`config.mk`:
```
export PLATFORM = sky130hd
export DESIGN_NAME = bicolor_led_matrix_scanner
export DESIGN_NICKNAME = d
export VERILOG_FILES = /design/src/design/lcm_pkg.sv /design/src/design/lcm_ram.sv /design/src/design/bicolor_led_matrix_scanner.sv
export SDC_FILE = /design/constraint.sdc
export NUM_CORES = 1
export LEC_CHECK = 0
export BUFFER_PORTS_ARGS = -buffer_cell sky130_fd_sc_hd__buf_2
export CAP_MARGIN = 40
export CORE_UTILIZATION = 61
export DETAILED_ROUTE_END_ITERATION = 7
export PLACE_DENSITY = 0.79
export SLEW_MARGIN = 5
export SYNTH_ARGS = -nofsm -noshare
export SYNTH_HDL_FRONTEND = slang
export SYNTH_SLANG_ARGS = --single-unit
```
`constraint.sdc`:
```
create_clock -name i_clk -period 3.65 [get_ports i_clk]
set_input_delay 0.73 -clock i_clk [delete_from_list [all_inputs] [get_ports i_clk]]
set_output_delay 0.73 -clock i_clk [all_outputs]
set_load 0.01 [all_outputs]
```
`src/design/lcm_pkg.sv`:
```
// Shared constants, types and a function for the bicolor LED matrix scanner.
// Holds item kind codes, plane geometry and the column select table.
// Has no dependencies; the top level refers to it by scoped names.
package lcm_pkg;

    // Plane geometry: one byte per column, bit n is row n.
    localparam int COLUMN_COUNT = 8;
    localparam int COL_W        = $clog2(COLUMN_COUNT);
    localparam int ROW_W        = 3;
    localparam int PLANE_W      = 8;
    localparam int WORD_W       = 2 * PLANE_W;

    // Item kinds carried in the input tuser field.
    typedef enum logic [1:0] {
        FUNC_WRITE_COL = 2'd0,
        FUNC_WRITE_PIX = 2'd1,
        FUNC_CLEAR     = 2'd2,
        FUNC_SCAN_TICK = 2'd3
    } t_func;

    // Position of an output byte within one scan tick.
    typedef enum logic [1:0] {
        BYTE_SELECT = 2'd0,
        BYTE_EVEN   = 2'd1,
        BYTE_ODD    = 2'd2
    } t_byte_pos;

    // Row interleave masks.
    localparam logic [PLANE_W-1:0] EVEN_MASK = 8'h55;
    localparam logic [PLANE_W-1:0] ODD_MASK  = 8'hAA;

    // Active-low column select byte for the scanned column.
    function automatic logic [PLANE_W-1:0] col_select(input logic [COL_W-1:0] col);
        logic [PLANE_W-1:0] sel;
        case (col)
            3'd0:    sel = 8'hF7;
            3'd1:    sel = 8'h7F;
            3'd2:    sel = 8'hFE;
            3'd3:    sel = 8'hBF;
            3'd4:    sel = 8'hFD;
            3'd5:    sel = 8'hDF;
            3'd6:    sel = 8'hFB;
            3'd7:    sel = 8'hEF;
            default: sel = 8'hFF;
        endcase
        return sel;
    endfunction

endpackage

```
`src/design/lcm_ram.sv`:
```
// Generic single-write, single-read synchronous RAM with registered read data.
// Width and depth are parameters; no reset on the stored data.
// Has no dependencies.
module lcm_ram #(
    parameter int WIDTH = 16,
    parameter int DEPTH = 8
) (
    input  logic                     i_clk,
    input  logic                     i_we,
    input  logic [$clog2(DEPTH)-1:0] i_waddr,
    input  logic [WIDTH-1:0]         i_wdata,
    input  logic [$clog2(DEPTH)-1:0] i_raddr,
    output logic [WIDTH-1:0]         o_rdata
);

    logic [WIDTH-1:0] r_mem [DEPTH];
    logic [WIDTH-1:0] r_rdata;

    // Write port.
    always_ff @(posedge i_clk) begin
        if (i_we) begin
            r_mem[i_waddr] <= i_wdata;
        end
    end

    // Registered read port.
    always_ff @(posedge i_clk) begin
        r_rdata <= r_mem[i_raddr];
    end

    assign o_rdata = r_rdata;

endmodule

```
`src/design/bicolor_led_matrix_scanner.sv`:
```
// Bicolor 8x8 LED matrix scanner: frame planes in one RAM word per column.
// Column write and clear complete on acceptance; a pixel write reads the column, then writes it back.
// A scan tick reads the column, then S_FETCH registers the column select byte as the first
// output byte; the even and odd row bytes follow, one per cycle while the sink is ready.
// The next request is taken only after the previous one has finished.
// Reset (synchronous, active low) marks every column blank, selects column 0, msb first.
module bicolor_led_matrix_scanner (
    input  logic        i_clk,
    input  logic        i_rst_n,
    input  logic        s_axis_tvalid,
    output logic        s_axis_tready,
    // column_index[2:0], row_index[5:3], red_bits[13:6], green_bits[21:14],
    // pixel_color[23:22]
    input  logic [23:0] s_axis_tdata,
    // func[1:0]
    input  logic [1:0]  s_axis_tuser,
    output logic        m_axis_tvalid,
    input  logic        m_axis_tready,
    // shift_byte[7:0]
    output logic [7:0]  m_axis_tdata,
    // lsb_first[0], latch_pulse[1]
    output logic [1:0]  m_axis_tuser,
    output logic        m_axis_tlast
);

    typedef enum logic [3:0] {
        S_IDLE  = 4'b0001,
        S_PIX   = 4'b0010,
        S_FETCH = 4'b0100,
        S_SEND  = 4'b1000
    } t_state;

    // Unpacked request fields.
    logic [lcm_pkg::COL_W-1:0]   in_col;
    logic [lcm_pkg::ROW_W-1:0]   in_row;
    logic [lcm_pkg::PLANE_W-1:0] in_red;
    logic [lcm_pkg::PLANE_W-1:0] in_green;
    logic [1:0]                  in_color;
    lcm_pkg::t_func              in_func;

    assign in_col   = s_axis_tdata[2:0];
    assign in_row   = s_axis_tdata[5:3];
    assign in_red   = s_axis_tdata[13:6];
    assign in_green = s_axis_tdata[21:14];
    assign in_color = s_axis_tdata[23:22];
    assign in_func  = lcm_pkg::t_func'(s_axis_tuser);

    // Control and payload registers.
    t_state                            r_state, n_state;
    logic [lcm_pkg::COLUMN_COUNT-1:0]  r_valid, n_valid;
    logic                              r_hit, n_hit;
    logic [lcm_pkg::COL_W-1:0]         r_scan_col, n_scan_col;
    logic                              r_lsb, n_lsb;
    logic [lcm_pkg::COL_W-1:0]         r_col, n_col;
    logic [lcm_pkg::ROW_W-1:0]         r_row, n_row;
    logic [1:0]                        r_color, n_color;
    logic [lcm_pkg::PLANE_W-1:0]       r_even, n_even;
    logic [lcm_pkg::PLANE_W-1:0]       r_odd, n_odd;
    lcm_pkg::t_byte_pos                r_pos, n_pos;
    logic                              r_m_valid, n_m_valid;
    logic [lcm_pkg::PLANE_W-1:0]       r_m_data, n_m_data;
    logic [1:0]                        r_m_user, n_m_user;
    logic                              r_m_last, n_m_last;

    // RAM ports.
    logic                          ram_we;
    logic [lcm_pkg::COL_W-1:0]     ram_waddr;
    logic [lcm_pkg::WORD_W-1:0]    ram_wdata;
    logic [lcm_pkg::COL_W-1:0]     ram_raddr;
    logic [lcm_pkg::WORD_W-1:0]    ram_rdata;

    // Column contents as read; a column not written since reset or clear is blank.
    logic [lcm_pkg::PLANE_W-1:0]   rd_red;
    logic [lcm_pkg::PLANE_W-1:0]   rd_green;
    logic [lcm_pkg::PLANE_W-1:0]   pix_mask;
    logic                          accept;
    logic                          m_take;

    assign rd_red   = r_hit ? ram_rdata[lcm_pkg::PLANE_W-1:0] : '0;
    assign rd_green = r_hit ? ram_rdata[lcm_pkg::WORD_W-1:lcm_pkg::PLANE_W] : '0;
    assign pix_mask = lcm_pkg::PLANE_W'(1) << r_row;

    assign s_axis_tready = (r_state == S_IDLE);
    assign accept        = s_axis_tvalid && s_axis_tready;
    assign m_take        = r_m_valid && m_axis_tready;

    lcm_ram #(
        .WIDTH (lcm_pkg::WORD_W),
        .DEPTH (lcm_pkg::COLUMN_COUNT)
    ) u_planes (
        .i_clk   (i_clk),
        .i_we    (ram_we),
        .i_waddr (ram_waddr),
        .i_wdata (ram_wdata),
        .i_raddr (ram_raddr),
        .o_rdata (ram_rdata)
    );

    // Next-state logic: request decode, read-modify-write and byte sequencing.
    always_comb begin
        n_state    = r_state;
        n_valid    = r_valid;
        n_hit      = r_hit;
        n_scan_col = r_scan_col;
        n_lsb      = r_lsb;
        n_col      = r_col;
        n_row      = r_row;
        n_color    = r_color;
        n_even     = r_even;
        n_odd      = r_odd;
        n_pos      = r_pos;
        n_m_valid  = r_m_valid;
        n_m_data   = r_m_data;
        n_m_user   = r_m_user;
        n_m_last   = r_m_last;
        ram_we     = 1'b0;
        ram_waddr  = in_col;
        ram_wdata  = {in_green, in_red};
        ram_raddr  = in_col;

        case (r_state)
            S_IDLE: begin
                if (accept) begin
                    case (in_func)
                        lcm_pkg::FUNC_WRITE_COL: begin
                            ram_we          = 1'b1;
                            n_valid[in_col] = 1'b1;
                        end
                        lcm_pkg::FUNC_WRITE_PIX: begin
                            n_hit   = r_valid[in_col];
                            n_col   = in_col;
                            n_row   = in_row;
                            n_color = in_color;
                            n_state = S_PIX;
                        end
                        lcm_pkg::FUNC_CLEAR: begin
                            n_valid = '0;
                        end
                        lcm_pkg::FUNC_SCAN_TICK: begin
                            ram_raddr = r_scan_col;
                            n_hit     = r_valid[r_scan_col];
                            n_state   = S_FETCH;
                        end
                        default: begin
                            n_state = S_IDLE;
                        end
                    endcase
                end
            end
            S_PIX: begin
                // Write back the column with the addressed row bit set or cleared.
                ram_we     = 1'b1;
                ram_waddr  = r_col;
                ram_wdata[lcm_pkg::PLANE_W-1:0] =
                    r_color[0] ? (rd_red | pix_mask) : (rd_red & ~pix_mask);
                ram_wdata[lcm_pkg::WORD_W-1:lcm_pkg::PLANE_W] =
                    r_color[1] ? (rd_green | pix_mask) : (rd_green & ~pix_mask);
                n_valid[r_col] = 1'b1;
                n_state    = S_IDLE;
            end
            S_FETCH: begin
                // Build the row interleaves and present the column select byte.
                n_even    = (rd_red & lcm_pkg::EVEN_MASK)
                          | ((rd_green & lcm_pkg::EVEN_MASK) << 1);
                n_odd     = (rd_red & lcm_pkg::ODD_MASK)
                          | ((rd_green & lcm_pkg::ODD_MASK) >> 1);
                n_m_valid = 1'b1;
                n_m_data  = lcm_pkg::col_select(r_scan_col);
                n_m_user  = {1'b1, r_lsb};
                n_m_last  = 1'b0;
                n_pos     = lcm_pkg::BYTE_SELECT;
                n_state   = S_SEND;
            end
            S_SEND: begin
                if (m_take) begin
                    case (r_pos)
                        lcm_pkg::BYTE_SELECT: begin
                            n_m_data = r_even;
                            n_m_user = 2'b00;
                            n_pos    = lcm_pkg::BYTE_EVEN;
                        end
                        lcm_pkg::BYTE_EVEN: begin
                            n_m_data = r_odd;
                            n_m_user = 2'b01;
                            n_m_last = 1'b1;
                            n_pos    = lcm_pkg::BYTE_ODD;
                        end
                        default: begin
                            // Final byte taken: advance the scan column.
                            n_m_valid  = 1'b0;
                            n_m_last   = 1'b0;
                            n_scan_col = r_scan_col + 1'b1;
                            n_lsb      = 1'b1;
                            n_state    = S_IDLE;
                        end
                    endcase
                end
            end
            default: begin
                n_state = S_IDLE;
            end
        endcase
    end

    // Control registers with synchronous reset.
    always_ff @(posedge i_clk) begin
        if (!i_rst_n) begin
            r_state    <= S_IDLE;
            r_valid    <= '0;
            r_scan_col <= '0;
            r_lsb      <= 1'b0;
            r_m_valid  <= 1'b0;
            r_pos      <= lcm_pkg::BYTE_SELECT;
        end else begin
            r_state    <= n_state;
            r_valid    <= n_valid;
            r_scan_col <= n_scan_col;
            r_lsb      <= n_lsb;
            r_m_valid  <= n_m_valid;
            r_pos      <= n_pos;
        end
    end

    // Payload registers.
    always_ff @(posedge i_clk) begin
        r_hit    <= n_hit;
        r_col    <= n_col;
        r_row    <= n_row;
        r_color  <= n_color;
        r_even   <= n_even;
        r_odd    <= n_odd;
        r_m_data <= n_m_data;
        r_m_user <= n_m_user;
        r_m_last <= n_m_last;
    end

    assign m_axis_tvalid = r_m_valid;
    assign m_axis_tdata  = r_m_data;
    assign m_axis_tuser  = r_m_user;
    assign m_axis_tlast  = r_m_last;

endmodule
```
# Word-level counts from Yosys, hierarchy flattened
# Memories as Yosys holds them, arrays and structs flattened. A register that Yosys moved wholly into a read port is not among the register bits.
# Index checks and enable logic that the tools add are counted.
[totals] reg_bits=55 mem_bits_rw=128 mem_bits_ro=64 in_bits=30 out_inout_bits=13 n_memories=2
[classes] n_addsub=1 magnitude_cmp=5 eq_ne=15 n_shift=1 mux=48 n_bitwise=10 n_reduce_logical=18
[memory_table] name="u_planes.r_mem" depth=8 word_bits=16 rd=1 rd_ports_with_merged_regs=1 wr=1 line_no="lcm_ram.sv:16" source="logic [WIDTH-1:0] r_mem [DEPTH];"
[memory_table] name="(name not given)" depth=8 word_bits=8 rd=1 rd_ports_with_merged_regs=1 wr=0 line_no="lcm_pkg.sv:35" source="case (col)"
[op_table] operator="$pmux 8 s2" n=4
[op_table] operator="$mux 8" n=6
[op_table] operator="$or 8x8->8" n=4
[op_table] operator="$reduce_and 3->1" n=7
[op_table] operator="$mux 3" n=6
[op_table] operator="$and 8x8->8" n=2
[op_table] operator="$mux 16" n=1
[op_table] operator="$pmux 2 s2" n=4
[op_table] operator="$lt 3x4->1 const B" n=3
[op_table] operator="$mux 4" n=3
[op_table] operator="$pmux 4 s3" n=1
[op_table] operator="$mux 1" n=11
[op_table] operator="$pmux 1 s2" n=5
[op_table] operator="$not 8->8" n=1
[op_table] operator="$or 7x8->8" n=1
[op_table] operator="$or 8x7->8" n=1
[op_table] operator="$pmux 4 s2" n=1
[op_table] operator="$shl 1x3->8 const A" n=1
[op_table] operator="$bmux 1 s3" n=2
[op_table] operator="$demux 1 s3" n=2
[op_table] operator="$ge 3x1->1 const B" n=2
[op_table] operator="$ne 2x2->1 const B" n=3
[op_table] operator="$ne 3x1->1 const B" n=2
[op_table] operator="$reduce_bool 2->1" n=3
[op_table] operator="other kinds (15)" n=22

# Longest topological paths before layout
# Gate-level depths: netlist (run 1).
[depth] depth_word=8 mapped_depth=8 depth_no_buf=7

# By module
# From an unflattened synthesis (run 1), not the netlist that was laid out.
[unflattened] hier_cells=520 hier_area_um2=8466.9
[by_module_without_submodules] mod="lcm_ram" n_inst=1 cells_each=214 area_per_inst_um2=5293.8 seq_area_each_um2=4164.0
[by_module_without_submodules] mod="bicolor_led_matrix_scanner" n_inst=1 cells_each=306 area_per_inst_um2=3173.0 seq_area_each_um2=1621.6

# Worst setup path after synthesis (run 1)
# No wires, ideal clock.
[synth_path] path_kind="register -> register" start="register r_state[3]" end="memory u_planes.r_mem[3][0] (enable)" setup_ps=388 t_arrival_ps=2377 required_time_ps=3262 path_slack_ps=884 stages_incl_launch_ff=7 synth_period_minus_slack_ps=2766 path_cell_list="dfxtp_1 -> or4b_4 -> inv_2 -> nand2_1 -> o31ai_1 -> nand2_1 -> nor2_1"
[synth_via] elab_chain_len=6
[synth_rtl] element="start, declared" line_no="bicolor_led_matrix_scanner.sv:49" source="t_state r_state, n_state;"
[synth_rtl] element="start signal, assigned" line_no="bicolor_led_matrix_scanner.sv:215" source="r_state <= n_state;"
[synth_rtl] element="$eq 4x1->1" line_no="bicolor_led_matrix_scanner.sv:83, bicolor_led_matrix_scanner.sv:121"
[synth_rtl] element="$logic_and 1x1->1" line_no="bicolor_led_matrix_scanner.sv:84" source="assign accept = s_axis_tvalid && s_axis_tready;"
[synth_rtl] element="$mux 1" line_no="bicolor_led_matrix_scanner.sv:123" source="if (accept) begin"
[synth_rtl] element="$pmux 1 s2" line_no="bicolor_led_matrix_scanner.sv:121" source="case (r_state)"
[synth_rtl] element="$mux 1" line_no="lcm_ram.sv:21" source="if (i_we) begin"
[synth_rtl] element="$mux 1 (implied by the code)" line_no="lcm_ram.sv:22" source="r_mem[i_waddr] <= i_wdata;"
[synth_rtl] element="end, declared" line_no="lcm_ram.sv:16"
# Several ways; a longest one is shown, not always the timed one.

# Final worst setup path (run 1)
[layout_path] start="register r_state[3]" end="register u_planes.r_rdata[4] (netlist: u_planes.o_rdata[4]) (read register of u_planes.r_mem)"
[layout_via] elab_chain_len=4
[layout_rtl] element="$eq 4x1->1 (*)" line_no="bicolor_led_matrix_scanner.sv:83, bicolor_led_matrix_scanner.sv:121"
[layout_rtl] element="$logic_and 1x1->1" line_no="bicolor_led_matrix_scanner.sv:84"
[layout_rtl] element="$mux 3" line_no="bicolor_led_matrix_scanner.sv:123"
[layout_rtl] element="$mux 3 (*)" line_no="bicolor_led_matrix_scanner.sv:121"
[layout_rtl] element="end, declared" line_no="lcm_ram.sv:17" source="logic [WIDTH-1:0] r_rdata;"
# Every way passes the cells marked *; elsewhere a longest branch is shown, timed or not.
# A chain may end at the register's enable or synchronous reset.

==> impl_metrics.py, run 1 <==
metrics = {
    "die": {
        "core_area_sq_um": 14590,
        "dieArea_sq_um": 15530,
        "die_y_microns": 124.6,
        "row_count": 44,
        "pin_count": 43,
        "die_w_microns": 124.6,
        "start_util_pct": 62.87,
    },
    "placement": {
        "port_buffers": 42,
        "hpwl_mm": 14.72,
        "place_congestion": 0.9128,
        "placed_area_sq_um": 9642,
    },
    "route": {
        "vias": 6544,
        "ant_nets": 0,
        "wl_mm": 22.23,
        "dr.pass1.iters": 5,
        "vias_per_cell": 6.584,
        "routedWlPerCell_microns": 22.36,
        "drc": 0,
        "drt_iter0_markers": 760,
    },
    "sta": {
        "slew_viol_final": 0,
        "rsz0062_at_grt": "false",
        "hold_viol_final": 0,
        "relSlewSlack_pct": 43.84,
        "fin_crit_sh_pct": 86.07,
        "fin_tns_setup_ps": 0,
        "skew_ps": 18.86,
        "setup_violations": 0,
        "tightestPinTransition_ps": 842.4,
        "max_freq_ghz": 0.3183,
        "holdWs_ps": 430.8,
        "min_period_ps": 3142,
    },
    "clock_network": {
        "cts-hold-fix-buffers": 0,
        "clock-root-buffer": "clkbuf_16",
        "clk_path_buf_depth": 3,
        "postCtsSetupRepairBufs": 0,
        "htree_levels": 1,
        "path_clk_slew_ps": 60,
        "clk_latency_ps": 500,
        "ctsResizeCount": 0,
        "cts_tree": "yes",
        "numCtsBuffers": 21,
        "clock_sinks": 207,
    },
    "cells_and_area": {
        "diodes": 0,
        "final_net_count": 826,
        "final_area_sq_um": 10290,
        "final_layout_size_suffix_gt1_share_pct": 14.07,
        "syn_to_final_growth_pct": 12.15,
    },
    "run": {
        "drv_cap": 0,
    },
    "logic_synthesis": {
        "synth_edf_count": 164,
        "synth_nets": 785,
        "syn_avg_cell_area_sq_um": 12.17,
        "ys.flop_type": "edfxtp_1",
        "netlist_area_sq_um": 9173,
        "ys_seq_area_share_pct": 63.07,
        "ys_types": 53,
        "synth-warning-count": 0,
        "synth_seq_cells": 207,
        "synth_cells": 754,
        "async_flop_share_pct": 0,
    },
    "pwr": {
        "total_leakage_power_uw": 0.003718,
        "netSwitchingPower_uw": 1529,
        "pwr_density_cell_nw_per_um2": 556.0,
        "ir_drop_mv": 0.3858,
        "intPower_uw": 4191,
        "p_clk_share_pct": 35.4,
        "p_comb_share_pct": 15.6,
        "switching_share_pct": 26.73,
        "power_frac_seq_pct": 49.0,
    },
    "critical_path": {
        "cp-end-kind": "flop",
        "worstPathMaxFanout": 26,
        "start_kind": "flop",
        "worstSetupPathType": "reg2reg",
        "cp.required_ps": 3990,
        "arrival_ps": 3480,
    },
    "grt": {
        "grt_use_met3_pct": 3.952,
        "use_met2_pct": 49.89,
        "antenna_found_initial": 0,
        "grt_start_max_net_pins": 66,
        "grt_pass1_wl_mm": 34.69,
        "grtUsageTotal_pct": 28.81,
        "grtUsageMet1_pct": 36.65,
        "grt-ovfl-total": 0,
        "grt_pass1_vias": 6434,
        "top_usage_layer": "met2",
    },
    "run_status": {
        "status": "completed",
    },
    "hold_path": {
        "hold_path.class": "in2reg",
    },
}
-- cells by family (layout without fill, tap and decap cells) --
logic type	count (synthesis)	after routing	synth area share, %
adders and majority gates	1	1	0.1364
DFF	207	207	63.07
muxes	31	31	3.929
buffers and inverters	66	122	3.137
AOI/OAI and AO/OA	184	184	14.20
xor gates and xnor gates	1	1	0.09550
and+or+nand+nor	264	264	15.43
-- power by group through the flow --
stage / sequential [uW] / clock (uW) / combinational, uW
after detailed placement: 2850 / 0 / 873
after floorplan: 2810 / 0 / 583
after global placement: 2840 / 0 / 822
after CTS: 2800 / 2040 / 875
after global routing: 2810 / 2130 / 953
final: 2800 / 2030 / 891
-- worst paths after layout --
check / cells after the start / endpoint / slack, ps / start
hold / removal: 1 / r_row[1] / 430 / s_axis_tdata[4]
hold reg to reg: 2 / r_valid[5] / 470 / r_valid[5]
setup reg to reg: 8 / u_planes.o_rdata[4] / 510 / r_state[3]
setup / recovery: 8 / u_planes.o_rdata[4] / 510 / r_state[3]
-- cell type report --
type	instances	area, sq um
inverters	10	37.54
clock buffers	31	583.1
fillers	985	4302
repair buffers	74	479.2
clock inverters	7	62.56
multi-input cells	481	3109
well taps	184	230.2
flip-flops and latches	207	5786
-- Yosys cell counts, types with 3 or more instances --
cell / instances / area share [%]
o31ai_1: 4 / 0.33
mux2i_1: 27 / 2.9
a21oi_1: 50 / 2.7
a21boi_0: 18 / 1.5
and2_1: 20 / 1.4
edfxtp_1: 164 / 54
nor3_1: 18 / 0.98
buf_6: 5 / 0.61
and3_1: 52 / 3.5
a211o_1: 16 / 1.5
nor3b_1: 3 / 0.25
nand2b_1: 24 / 1.6
dfxtp_1: 43 / 9.4
nand3b_1: 4 / 0.33
a211oi_1: 17 / 1.4
nor2_1: 35 / 1.4
a2111oi_0: 32 / 3.1
mux4_2: 4 / 0.98
clkbuf_1: 46 / 1.9
o32ai_1: 16 / 1.5
o21a_1: 3 / 0.25
nand3_1: 12 / 0.65
inv_1: 9 / 0.37
nand2_1: 61 / 2.5
o21ai_0: 14 / 0.76
nor2b_1: 22 / 1.5
buf_1: 3 / 0.12
-- metal layers --
metal | share of wire, % | routed length [microns] | up-vias
met3 | 7.8 | 1724 | 74
li1 | - | - | 2950
met4 | 4.0 | 894 | 0
met1 | 39 | 8652 | 3174
met5 | 0 | 0 | -
met2 | 49 | 10960 | 346
-- critical path, stage by stage, from the launching register on --
cell	delay [ps]
dfxtp_1	340
or4b_4	690
inv_2	120
buf_4	270
a21boi_1	140
or2_1	410
buf_16	230
a2111oi_0	680
nor3_1	100
-- sequential cells by signal, indices dropped and copies added, names as in the netlist, named ones only --
register,count
r_state,4
r_scan_col,3
r_col,3
r_hit,1
r_odd,8
r_pos,2
r_row,3
m_axis_tvalid,1
r_color,2
u_planes.o_rdata,16
m_axis_tuser,2
m_axis_tlast,1
r_valid,8
r_even,8
r_lsb,1
m_axis_tdata,8
u_planes.r_mem,128
-- cells in the final DEF, fill, tap and decap left out, types with 8 or more instances in the layout --
cell type and instances:
dfxtp_1 43, inv_1 9, nand2b_1 24, nor2_1 35, clkbuf_1 8, a2111oi_0 32
and3_1 52, nand2_1 61, a21boi_0 18, and2_1 20, edfxtp_1 164, clkbuf_16 21
buf_4 28, buf_2 43, nor3_1 18, a21oi_1 50, a211o_1 16, nand3_1 12
o21ai_0 13, a211oi_1 17, mux2i_1 27, o32ai_1 16, nor2b_1 22
-- per-stage QoR --
stage               total power (uW)  setup WS [ps]  utilization, %  cells
finish                          5720          508.4           70.51    994
global route                    5895          413.3           70.51    994
CTS                             5717          592.1           70.51    994
detailed placement              3719          511.5           66.09    956
global placement                3666          307.9           65.53    949
floorplan                       3392          884.5               -    754
Power figures use the tool's default switching activity.
==> inputs of run 2 (changes only) <==
- CAP_MARGIN: 40 -> 20
- CELL_PAD_IN_SITES_DETAIL_PLACEMENT: not set -> 1
- CELL_PAD_IN_SITES_GLOBAL_PLACEMENT: not set -> 1
- CORE_UTILIZATION: 61 -> 50
- GPL_ROUTABILITY_DRIVEN: not set -> 0
- PLACE_DENSITY: 0.79 -> not set
- PLACE_DENSITY_LB_ADDON: not set -> 0.1
==> run 2 against run 1 <==
Effect of this change:
- die area up 22%
- critical path depth down 2
- count of clock-buffer cells in the layout up 2
- routed wire length up 9.7%
- largest cell class unchanged
==> impl_metrics.py, run 2 (synthesized netlist as in run 1, its figures left out) <==
metrics = {
    "cells_and_area": {
        "syn_to_final_growth_pct": 13.37,
        "final_layout_size_suffix_gt1_share_pct": 14.25,
        "final_common_cell": "edfxtp_1",
        "top_register": "u_planes.r_mem",
        "diodes": 0,
        "final_net_count": 822,
        "largest_register_ffs": 128,
        "most-common-layout-cells": "164 x edfxtp_1, 61 x nand2_1, 52 x and3_1",
    },
    "route": {
        "vias": 6370,
        "drt_iter0_markers": 410,
        "routedWlPerCell_microns": 23.55,
        "wl_mm": 24.39,
        "drc": 0,
        "vias_per_cell": 6.149,
        "dr.pass1.iters": 4,
        "ant_nets": 0,
    },
    "clock_network": {
        "clock_sinks": 207,
        "clock-root-buffer": "clkbuf_16",
        "clk_latency_ps": 510,
        "cts-hold-fix-buffers": 0,
        "clk_path_buf_depth": 3,
        "numCtsBuffers": 23,
        "htree_levels": 1,
        "cts_tree": "yes",
        "path_clk_slew_ps": 60,
        "postCtsSetupRepairBufs": 0,
        "ctsResizeCount": 0,
    },
    "critical_path": {
        "worstPathMaxFanout": 32,
        "arrival_ps": 3680,
        "max_stage_delay_ps": 1030,
        "cp-end-kind": "flop",
        "worst_path_max_delay_cell": "a2111oi_0",
        "worstSetupPathType": "reg2reg",
        "cp.required_ps": 3990,
        "r2r_slack_ps": 310,
        "cp_cell_sequence": "or4b_4 > inv_2 > a21boi_1 > or2_1 > a2111oi_0 > nor3_1",
        "start_kind": "flop",
    },
    "sta": {
        "slew_viol_final": 0,
        "rsz0062_at_grt": "false",
        "max_freq_ghz": 0.2997,
        "holdWs_ps": 402.2,
        "min_period_ps": 3336,
        "hold_viol_final": 0,
        "relSlewSlack_pct": 27.08,
        "setup_violations": 0,
        "fin_crit_sh_pct": 91.40,
        "skew_ps": 12.27,
        "tightestPinTransition_ps": 1066,
        "fin_tns_setup_ps": 0,
    },
    "run": {
        "drv_cap": 0,
    },
    "grt": {
        "grt_start_max_net_pins": 66,
        "grt_pass1_wl_mm": 36.91,
        "antenna_found_initial": 0,
        "grtUsageTotal_pct": 26.47,
        "grt-ovfl-total": 0,
        "grt_pass1_vias": 6479,
    },
    "die": {
        "start_util_pct": 51.06,
        "row_count": 49,
        "dieArea_sq_um": 18890,
        "die_w_microns": 137.4,
        "die_y_microns": 137.4,
        "pin_count": 43,
        "core_area_sq_um": 17960,
    },
    "pwr": {
        "pwr_density_cell_nw_per_um2": 582.1,
        "total_leakage_power_uw": 0.003749,
        "ir_drop_mv": 0.5331,
    },
    "placement": {
        "port_buffers": 42,
        "hpwl_mm": 16.33,
    },
    "hold_path": {
        "hold_path.class": "in2reg",
    },
    "run_status": {
        "status": "completed",
    },
}
[run 2: cell types whose count changed in the layout (fill, tap and decap cells not counted), sizes merged]
cell / previous run / this run
buf: 74 / 68
clkinv: 4 / 5
inv: 11 / 10
bufinv: 1 / 3
clkinvlp: 1 / 0
clkbuf: 31 / 33
[run 2: through the flow]
stage | total power [uW] | std cells | utilization, % | worst slack (ps) | cell area (sq um)
floorplan | 3392 | 754 | - | 884.5 | 9173
global placement | 3703 | 993 | 53.49 | 288.9 | 9609
detailed placement | 3736 | 995 | 53.53 | 477.1 | 9617
CTS | 6089 | 1036 | 57.89 | 416.8 | 10400
global route | 6250 | 1036 | 57.89 | 193.6 | 10400
finish | 6054 | 1036 | 57.89 | 313.8 | 10400
[run 2: final timing paths]
| check | startpoint | end | cells past startpoint |
|---|---|---|---|
| worst max register to register | r_state[3] | u_planes.o_rdata[13] | 6 |
| worst min register to register | r_valid[5] | r_valid[5] | 2 |
| worst min-delay path | s_axis_tdata[3] | r_row[0] | 1 |
| worst max-delay path | r_state[3] | u_planes.o_rdata[13] | 6 |
[run 2: cell type report]
cell class | instances | area, sq um
fillers | 1800 | 7565
flip-flops and latches | 207 | 5786
multi-input cells | 481 | 3109
clock buffers | 33 | 663.1
repair buffers | 68 | 397.9
well taps | 229 | 286.5
clock inverters | 8 | 118.9
inverters | 10 | 37.54
[run 2: worst max-delay path, delay by kind of cell (launching register included)]
family	cells	cell delay (ps)
flip-flops	1	340
buffers and inverters	1	210
AO/OA/AOI/OAI	2	1150
AND/OR/NAND/NOR	3	1450
[run 2: per-layer routing]
| metal | share of wire, % | vias to the layer above | global-route usage [%] |
|---|---|---|---|
| met5 | 0 | - | 0 |
| met2 | 52 | 170 | 46.82 |
| met1 | 41 | 3205 | 33.12 |
| met3 | 4.3 | 43 | 3.385 |
| met4 | 3.1 | 0 | 9.402 |
| li1 | - | 2952 | - |
[run 2: power breakdown]
part / internal (uW) / switching [uW]
Sequential: 2730 / 67.6
Clock: 1470 / 889
Combinational: 266 / 631
